[config.mk]
export PLATFORM = sky130hd
export DESIGN_NAME = retry_deadline_table_unit
export DESIGN_NICKNAME = d
export VERILOG_FILES = /design/src/hdl/rdt_pkg.sv /design/src/hdl/retry_deadline_table_unit.sv
export VERILOG_INCLUDE_DIRS = /design/src /design/src/hdl
export SDC_FILE = /design/constraint.sdc
export NUM_CORES = 2
export LEC_CHECK = 0
export BUFFER_PORTS_ARGS = -buffer_cell sky130_fd_sc_hd__buf_2
export CAP_MARGIN = 20
export CELL_PAD_IN_SITES_DETAIL_PLACEMENT = 1
export CELL_PAD_IN_SITES_GLOBAL_PLACEMENT = 1
export CORE_MARGIN = 3
export CORE_UTILIZATION = 26
export DETAILED_ROUTE_END_ITERATION = 16
export PLACE_DENSITY_LB_ADDON = 0.1
export SLEW_MARGIN = 20
export SYNTH_ARGS = -nofsm -noshare
export SYNTH_HDL_FRONTEND = slang
export SYNTH_SLANG_ARGS = --single-unit
[constraint.sdc]
create_clock -name i_clk -period 8.52 [get_ports i_clk]
set_input_delay 1.704 -clock i_clk [delete_from_list [all_inputs] [get_ports i_clk]]
set_output_delay 1.704 -clock i_clk [all_outputs]
set_load 0.1 [all_outputs]
[src/hdl/assert_macros.svh]
// -----------------------------------------------------------------------------
// Assertion macros
// Shared concurrent assertion macros; empty when SYNTHESIS is defined.
// -----------------------------------------------------------------------------
`ifndef ASSERT_MACROS_SVH
`define ASSERT_MACROS_SVH

`ifndef SYNTHESIS

// Same-cycle implication, disabled during reset
`define ASSERT_IMP(label, clk, rst_n, ante, cons) \
    label: assert property (@(posedge clk) disable iff (!(rst_n)) (ante) |-> (cons)) \
        else $error("assertion failed");

// Next-cycle implication, disabled during reset
`define ASSERT_NEXT(label, clk, rst_n, ante, cons) \
    label: assert property (@(posedge clk) disable iff (!(rst_n)) (ante) |=> (cons)) \
        else $error("assertion failed");

`else

`define ASSERT_IMP(label, clk, rst_n, ante, cons)
`define ASSERT_NEXT(label, clk, rst_n, ante, cons)

`endif

`endif

[src/hdl/rdt_pkg.sv]
// -----------------------------------------------------------------------------
// Retry deadline table package
// Sizes, codes and helpers shared by the retry deadline table.
// -----------------------------------------------------------------------------
package rdt_pkg;

    localparam int ENTRIES   = 16;
    localparam int ID_BITS   = 32;
    localparam int SLOT_BITS = (ENTRIES > 1) ? $clog2(ENTRIES) : 1;
    localparam int TIME_BITS = 32;

    typedef logic [ID_BITS-1:0]   t_slot_id;
    typedef logic [TIME_BITS-1:0] t_time;
    typedef logic [SLOT_BITS-1:0] t_slot_idx;

    typedef enum logic {
        OP_SCHED = 1'b0,
        OP_CHECK = 1'b1
    } t_opcode;

    typedef enum logic [1:0] {
        KIND_DUE   = 2'd0,
        KIND_SCHED = 2'd1,
        KIND_FULL  = 2'd2,
        KIND_DONE  = 2'd3
    } t_kind;

    typedef enum logic [1:0] {
        ST_IDLE,
        ST_SWEEP,
        ST_DONE
    } t_state;

    // Low 32 bits of a stored id, zero-extended when ids are narrower
    function automatic logic [31:0] due_id_of(input t_slot_id id);
        logic [63:0] wide;
        wide = 64'(id);
        return wide[31:0];
    endfunction

endpackage

[src/hdl/retry_deadline_table_unit.sv]
// -----------------------------------------------------------------------------
// Retry deadline table unit
// Keeps ENTRIES retry deadlines and sweeps them against the current time.
// -----------------------------------------------------------------------------
// A schedule transaction stores its bundle id with deadline now plus the
// retry timeout (saturating) in the lowest free slot and answers with one
// registered result (scheduled, or table full). A check transaction sweeps all
// slots in index order, one slot per cycle (held while a due result waits on
// an output stall) through the single read port of the id/deadline memory,
// emits one retry-due result per expired slot and closes with a done result
// carrying the smallest remaining wait (0 = none). A check blocks new input
// until its done result is issued; a schedule leaves the block idle.
// The timeout register may be written only while no transaction is in work.
`include "assert_macros.svh"

module retry_deadline_table_unit (
    input  logic                   i_clk,
    input  logic                   i_rst_n,
    // configuration
    input  logic                   i_cfg_we,
    input  logic [31:0]            i_cfg_wdata,
    // input channel
    input  logic                   i_in_valid,
    output logic                   o_in_stall,
    input  rdt_pkg::t_opcode       i_opcode,
    input  logic [31:0]            i_bundle_id,
    input  logic [31:0]            i_now_seconds,
    // output channel
    output logic                   o_out_valid,
    input  logic                   i_out_stall,
    output rdt_pkg::t_kind         o_kind,
    output logic [31:0]            o_due_id,
    output logic [31:0]            o_next_wait,
    output logic                   o_last
);
    import rdt_pkg::*;

    // slot memories
    t_slot_id mem_id [ENTRIES];
    t_time    mem_dl [ENTRIES];

    t_slot_id r_rd_id;
    t_time    r_rd_dl;

    logic      mem_we;
    t_slot_idx wr_addr;
    t_slot_id  wr_id;
    t_time     wr_dl;
    t_slot_idx rd_addr;

    // control and state
    t_state              r_state, n_state;
    logic [ENTRIES-1:0]  r_valid, n_valid;
    t_time               r_min, n_min;
    t_time               r_timeout;
    t_time               r_now, n_now;
    t_slot_idx           r_ev_idx, n_ev_idx;

    // output register
    logic        r_out_vld, n_out_vld;
    t_kind       r_out_kind, n_out_kind;
    logic [31:0] r_out_id, n_out_id;
    t_time       r_out_wait, n_out_wait;
    logic        r_out_last, n_out_last;

    logic      out_free;
    logic      in_acc;
    logic      full;
    t_slot_idx free_idx;
    logic [TIME_BITS:0] dl_sum;
    t_time     new_dl;
    t_time     sched_min;
    logic      slot_live;
    logic      slot_due;
    t_time     rem;

    assign out_free   = !r_out_vld || !i_out_stall;
    assign o_in_stall = !((r_state == ST_IDLE) && out_free);
    assign in_acc     = i_in_valid && !o_in_stall;

    assign o_out_valid = r_out_vld;
    assign o_kind      = r_out_kind;
    assign o_due_id    = r_out_id;
    assign o_next_wait = r_out_wait;
    assign o_last      = r_out_last;

    // lowest free slot
    always_comb begin
        full     = &r_valid;
        free_idx = '0;
        for (int i = ENTRIES - 1; i >= 0; i--) begin
            if (!r_valid[i]) begin
                free_idx = SLOT_BITS'(i);
            end
        end
    end

    assign dl_sum    = {1'b0, i_now_seconds} + {1'b0, r_timeout};
    assign new_dl    = dl_sum[TIME_BITS] ? '1 : dl_sum[TIME_BITS-1:0];
    assign sched_min = ((r_min == '0) || (r_timeout < r_min)) ? r_timeout : r_min;

    assign slot_live = r_valid[r_ev_idx];
    assign slot_due  = slot_live && (r_rd_dl <= r_now);
    assign rem       = r_rd_dl - r_now;

    always_comb begin
        n_state    = r_state;
        n_valid    = r_valid;
        n_min      = r_min;
        n_now      = r_now;
        n_ev_idx   = r_ev_idx;
        n_out_vld  = r_out_vld && i_out_stall;
        n_out_kind = r_out_kind;
        n_out_id   = r_out_id;
        n_out_wait = r_out_wait;
        n_out_last = r_out_last;
        mem_we     = 1'b0;
        wr_addr    = free_idx;
        wr_id      = ID_BITS'(i_bundle_id);
        wr_dl      = new_dl;
        rd_addr    = r_ev_idx;

        case (r_state)
            ST_IDLE: begin
                rd_addr = '0;
                if (in_acc) begin
                    if (i_opcode == OP_SCHED) begin
                        n_out_vld  = 1'b1;
                        n_out_id   = '0;
                        n_out_last = 1'b1;
                        if (full) begin
                            n_out_kind = KIND_FULL;
                            n_out_wait = r_min;
                        end else begin
                            mem_we            = 1'b1;
                            n_valid[free_idx] = 1'b1;
                            n_min             = sched_min;
                            n_out_kind        = KIND_SCHED;
                            n_out_wait        = sched_min;
                        end
                    end else begin
                        n_now    = i_now_seconds;
                        n_min    = '0;
                        n_ev_idx = '0;
                        n_state  = ST_SWEEP;
                    end
                end
            end

            ST_SWEEP: begin
                if (slot_due && !out_free) begin
                    // hold: re-read the same slot until the result can go out
                    rd_addr = r_ev_idx;
                end else begin
                    if (slot_due) begin
                        n_valid[r_ev_idx] = 1'b0;
                        n_out_vld         = 1'b1;
                        n_out_kind        = KIND_DUE;
                        n_out_id          = due_id_of(r_rd_id);
                        n_out_wait        = '0;
                        n_out_last        = 1'b0;
                    end else if (slot_live) begin
                        if ((r_min == '0) || (rem < r_min)) begin
                            n_min = rem;
                        end
                    end
                    if (r_ev_idx == SLOT_BITS'(ENTRIES - 1)) begin
                        n_state = ST_DONE;
                    end
                    n_ev_idx = r_ev_idx + 1'b1;
                    rd_addr  = r_ev_idx + 1'b1;
                end
            end

            ST_DONE: begin
                if (out_free) begin
                    n_out_vld  = 1'b1;
                    n_out_kind = KIND_DONE;
                    n_out_id   = '0;
                    n_out_wait = r_min;
                    n_out_last = 1'b1;
                    n_state    = ST_IDLE;
                end
            end

            default: begin
                n_state = ST_IDLE;
            end
        endcase
    end

    always_ff @(posedge i_clk) begin
        if (!i_rst_n) begin
            r_state   <= ST_IDLE;
            r_valid   <= '0;
            r_min     <= '0;
            r_timeout <= 32'd30;
            r_out_vld <= 1'b0;
        end else begin
            r_state   <= n_state;
            r_valid   <= n_valid;
            r_min     <= n_min;
            r_out_vld <= n_out_vld;
            if (i_cfg_we) begin
                r_timeout <= i_cfg_wdata;
            end
        end
    end

    always_ff @(posedge i_clk) begin
        r_now      <= n_now;
        r_ev_idx   <= n_ev_idx;
        r_out_kind <= n_out_kind;
        r_out_id   <= n_out_id;
        r_out_wait <= n_out_wait;
        r_out_last <= n_out_last;
    end

    always_ff @(posedge i_clk) begin
        if (mem_we) begin
            mem_id[wr_addr] <= wr_id;
            mem_dl[wr_addr] <= wr_dl;
        end
        r_rd_id <= mem_id[rd_addr];
        r_rd_dl <= mem_dl[rd_addr];
    end

    `ASSERT_NEXT(a_sched_fills_one, i_clk, i_rst_n, in_acc && (i_opcode == OP_SCHED) && !full, $countones(r_valid) == $countones($past(r_valid)) + 1)
    `ASSERT_NEXT(a_sweep_never_fills, i_clk, i_rst_n, r_state == ST_SWEEP, $countones(r_valid) <= $countones($past(r_valid)))
    `ASSERT_NEXT(a_check_starts_sweep, i_clk, i_rst_n, in_acc && (i_opcode == OP_CHECK), (r_state == ST_SWEEP) && (r_ev_idx == '0))
    `ASSERT_IMP(a_due_not_last, i_clk, i_rst_n, r_out_vld && (r_out_kind == KIND_DUE), !r_out_last && (r_out_wait == '0))
    `ASSERT_IMP(a_closing_is_last, i_clk, i_rst_n, r_out_vld && (r_out_kind != KIND_DUE), r_out_last && (r_out_id == '0))

endmodule
==> impl_results.md <==
* Avg Inst Size Synth at 13.25 µm²
* Clock tree from TritonCTS: yes
* Number of search-and-repair iterations in the first detailed-routing pass at 5
* Final non-filler cell area at 66690 µm²
* Startpoint kind of the worst setup timing path: flip-flop
* Outcome: complete, no violations
* Num CTS Buffers at 158
* Min-Delay Path Depth at 1
* Number of cells on the worst reg-to-reg path at 20
* Pins Over Slew Limit at 0
* RSZ-0062 raised after global routing: false
* Final number of setup-violating endpoints at 0
* Num Clock Sinks at 1274
* Number of flip-flops and latches in the synthesized netlist at 1274
* Number of global-route vias before repair at 38573
* Number of hold violations in the final report at 0
* Critical path fanouts, max at 27
* Largest net degree at the start of global routing at 147
* Total Die Area at 226000 µm²
* Top FF cell, synth: sky130_fd_sc_hd__edfxtp_1
* Worst-Margin Slew at 1.076 ns
* Critical Path Sink Type: flip-flop
* Mapped cell area at 57270 µm²
* Portion of the clock cycle consumed by the worst path in the final layout at 70.88%
* Floorplan row count at 171
* Fraction of final layout cells with drive strength greater than 1 at 11.91%
* Clock H-tree levels at 4
* Initial antenna violation count at 9
* RD Place Congestion at 0.7461
* Placed Area at 61500 µm²
* Die extent in x at 475.3 µm
* Sum of routed wire length over all layers at 190100 µm
* Class of the worst hold path: flip-flop to flip-flop
* Reg-to-reg setup timing slack at 2.48 ns
* Clock Skews at 0.02505 ns
* Max-slew headroom at 28.29%
* DIE HEIGHT at 475.3 µm
* Remaining global-route overflow at 0
* Commonest non-fill, non-tap cells in the layout: sky130_fd_sc_hd__edfxtp_1, sky130_fd_sc_hd__mux2i_1, sky130_fd_sc_hd__nand2_1
* Data arrival time at the worst-slack endpoint at 6.73 ns
* Total power per unit cell area at 293.9 nW/µm²
* Setup tns final at 0 ns
* Number of top-level pins at 171
* Warnings, synthesis at 0
* Core Box Area at 218000 µm²
* Fill count at 23035
* Category of the most critical setup path: flip-flop to flip-flop
* Post-Syn Nets at 4560
* Number of violations reported at the end of detailed-routing iteration 0 at 2120
* Effective utilization at floorplan at 26.27%
* Post-route worst hold slack at 0.5100 ns
* Clock latency reported for the late side of the worst-skew pair at 0.81 ns
* Clock-pin slew of the registers on the worst-case setup and hold paths at 0.05 ns
* Remaining number of nets flagged by the antenna check after routing at 0
* EDFF count, synth at 1127
* Clock Tree Buf Depth at 3
* Nets at 4641
* Register area share after synthesis at 64.23%
* DRC viols at 0
* Post-layout min period at 6.039 ns
* Number of cells upsized or downsized after cts at 0
* Total setup buffers inserted after CTS at 0
* Leak pwr at 24.46 nW
* Async set or reset register ratio after synthesis at 0%
* Vias after detailed routing at 37152
* Gate Count Post-Synth at 4322
* Post-DP HPWL at 107300 µm
* Post-detailed-route via-to-cell ratio at 5.026
* Buffers added on ports at 170
* Root Buffer Master: sky130_fd_sc_hd__clkbuf_16
* DR WL/cell at 25.71 µm
* Leading cell type in the layout, fill and taps excluded: sky130_fd_sc_hd__edfxtp_1
* Critical path required time at 9.21 ns
* First-pass GRT wire length at 277900 µm
* Upper clock frequency limit at 0.1656 GHz
* Growth of design area from synthesis to finish at 16.44%
* Total Routing Usage GR at 16.60%
* Worst voltage drop across the vdd grid at 0.0001552 V
* Number of distinct library cells after synthesis at 73
* Max Cap Viol at 0
* Post-cts hold buffer count at 0
## power breakdown
part	total, mW	leakage, nW	internal [mW]	switching [mW]
logic	5.29	10.6	1.71	3.58
registers	7.59	11.4	7.34	0.249
clock network	6.72	2.51	3.98	2.74
total	19.6	24.5	13.0	6.57
## metrics by stage
| step | util (%) | setup WS, ns | power, mW | std cells |
|---|---|---|---|---|
| 2_1_floorplan | - | 0.6528 | 11.32 | 4322 |
| 5_1_grt | 30.59 | 1.881 | 20.65 | 7389 |
| 6_report | 30.59 | 2.481 | 19.60 | 7392 |
| 3_3_place_gp | 28.19 | 2.237 | 13.09 | 7095 |
| 3_5_place_dp | 28.21 | 2.223 | 13.11 | 7097 |
| 4_1_cts | 30.58 | 2.250 | 19.96 | 7388 |
## worst max-delay path: stages (launching register included)
cell,delay (ns)
sky130_fd_sc_hd__edfxtp_1,0.32
sky130_fd_sc_hd__inv_1,0.04
sky130_fd_sc_hd__ha_1,0.38
sky130_fd_sc_hd__and4_1,0.27
sky130_fd_sc_hd__a21boi_0,0.54
sky130_fd_sc_hd__o21ai_0,0.31
sky130_fd_sc_hd__a21oi_1,0.32
sky130_fd_sc_hd__nor2_1,0.12
sky130_fd_sc_hd__o21ai_0,0.49
sky130_fd_sc_hd__a221oi_1,0.26
sky130_fd_sc_hd__xnor2_1,0.18
sky130_fd_sc_hd__ha_1,0.32
sky130_fd_sc_hd__nand4_1,0.10
sky130_fd_sc_hd__nor3_1,0.06
sky130_fd_sc_hd__a221o_1,0.29
sky130_fd_sc_hd__a31oi_1,0.23
sky130_fd_sc_hd__nand2_1,0.07
sky130_fd_sc_hd__o21ai_0,0.27
sky130_fd_sc_hd__a21o_1,0.86
sky130_fd_sc_hd__o21ai_0,0.21
sky130_fd_sc_hd__o221a_2,0.28
## cell usage after synthesis (all sizes together), types with 65 or more instances
master | instances | area, µm²
mux2i | 382 | 3824
o22ai | 66 | 412.9
o21ai | 65 | 332.8
nand2 | 354 | 1329
nor3 | 274 | 1376
o31a | 257 | 2251
ha | 134 | 1677
clkbuf | 245 | 919.6
inv | 90 | 337.8
edfxtp | 1127 | 33840
nand4 | 84 | 525.5
a21oi | 105 | 525.5
nor2 | 121 | 454.2
o211ai | 265 | 1989
dfxtp | 147 | 2943
buf | 93 | 455.4
## flip-flops by register name (all words and copies together), names as in the netlist
register,count
mem_id,512
r_timeout,32
r_ev_idx,4
o_due_id,32
r_valid,16
mem_dl,512
o_kind,2
r_rd_dl,32
o_out_valid,1
r_state,2
o_next_wait,32
r_rd_id,32
o_last,1
r_min,32
r_now,32
## layout make-up
type,count,area (µm²),area share [%]
diodes,4,10.01,0.01501
clock buffers,214,4423,6.632
clock inverters,77,755.7,1.133
inverters,90,337.8,0.5066
multi-input cells,2620,19040,28.55
flip-flops and latches,1274,36790,55.16
well taps,2854,3571,5.354
repair buffers,259,1768,2.651
## final timing paths
check                       from                          to
min reg2reg  r_rd_id[28]$_DFF_P_  o_due_id[28]$_SDFFCE_PN0P_
min          r_rd_id[28]$_DFF_P_  o_due_id[28]$_SDFFCE_PN0P_
max           r_now[7]$_DFFE_PP_      r_min[30]$_SDFFE_PN0P_
max reg2reg   r_now[7]$_DFFE_PP_      r_min[30]$_SDFFE_PN0P_
## routing by layer
metal	GRT usage [%]	up-vias	wire [µm]
li1	-	17099	-
met1	23.61	19260	93010
met2	26.74	580	87590
met3	2.416	207	6432
met4	3.556	6	3004
met5	0	-	38
## kinds of logic after synthesis
group           synth area share [%]
flops                          64.23
compound gates                 14.00
simple gates                   8.131
buf+inv                        2.991
mux                            6.873
fa+ha+maj                      2.997
xor+xnor                      0.7799
Note: power is estimated with default switching activity, not from simulation.
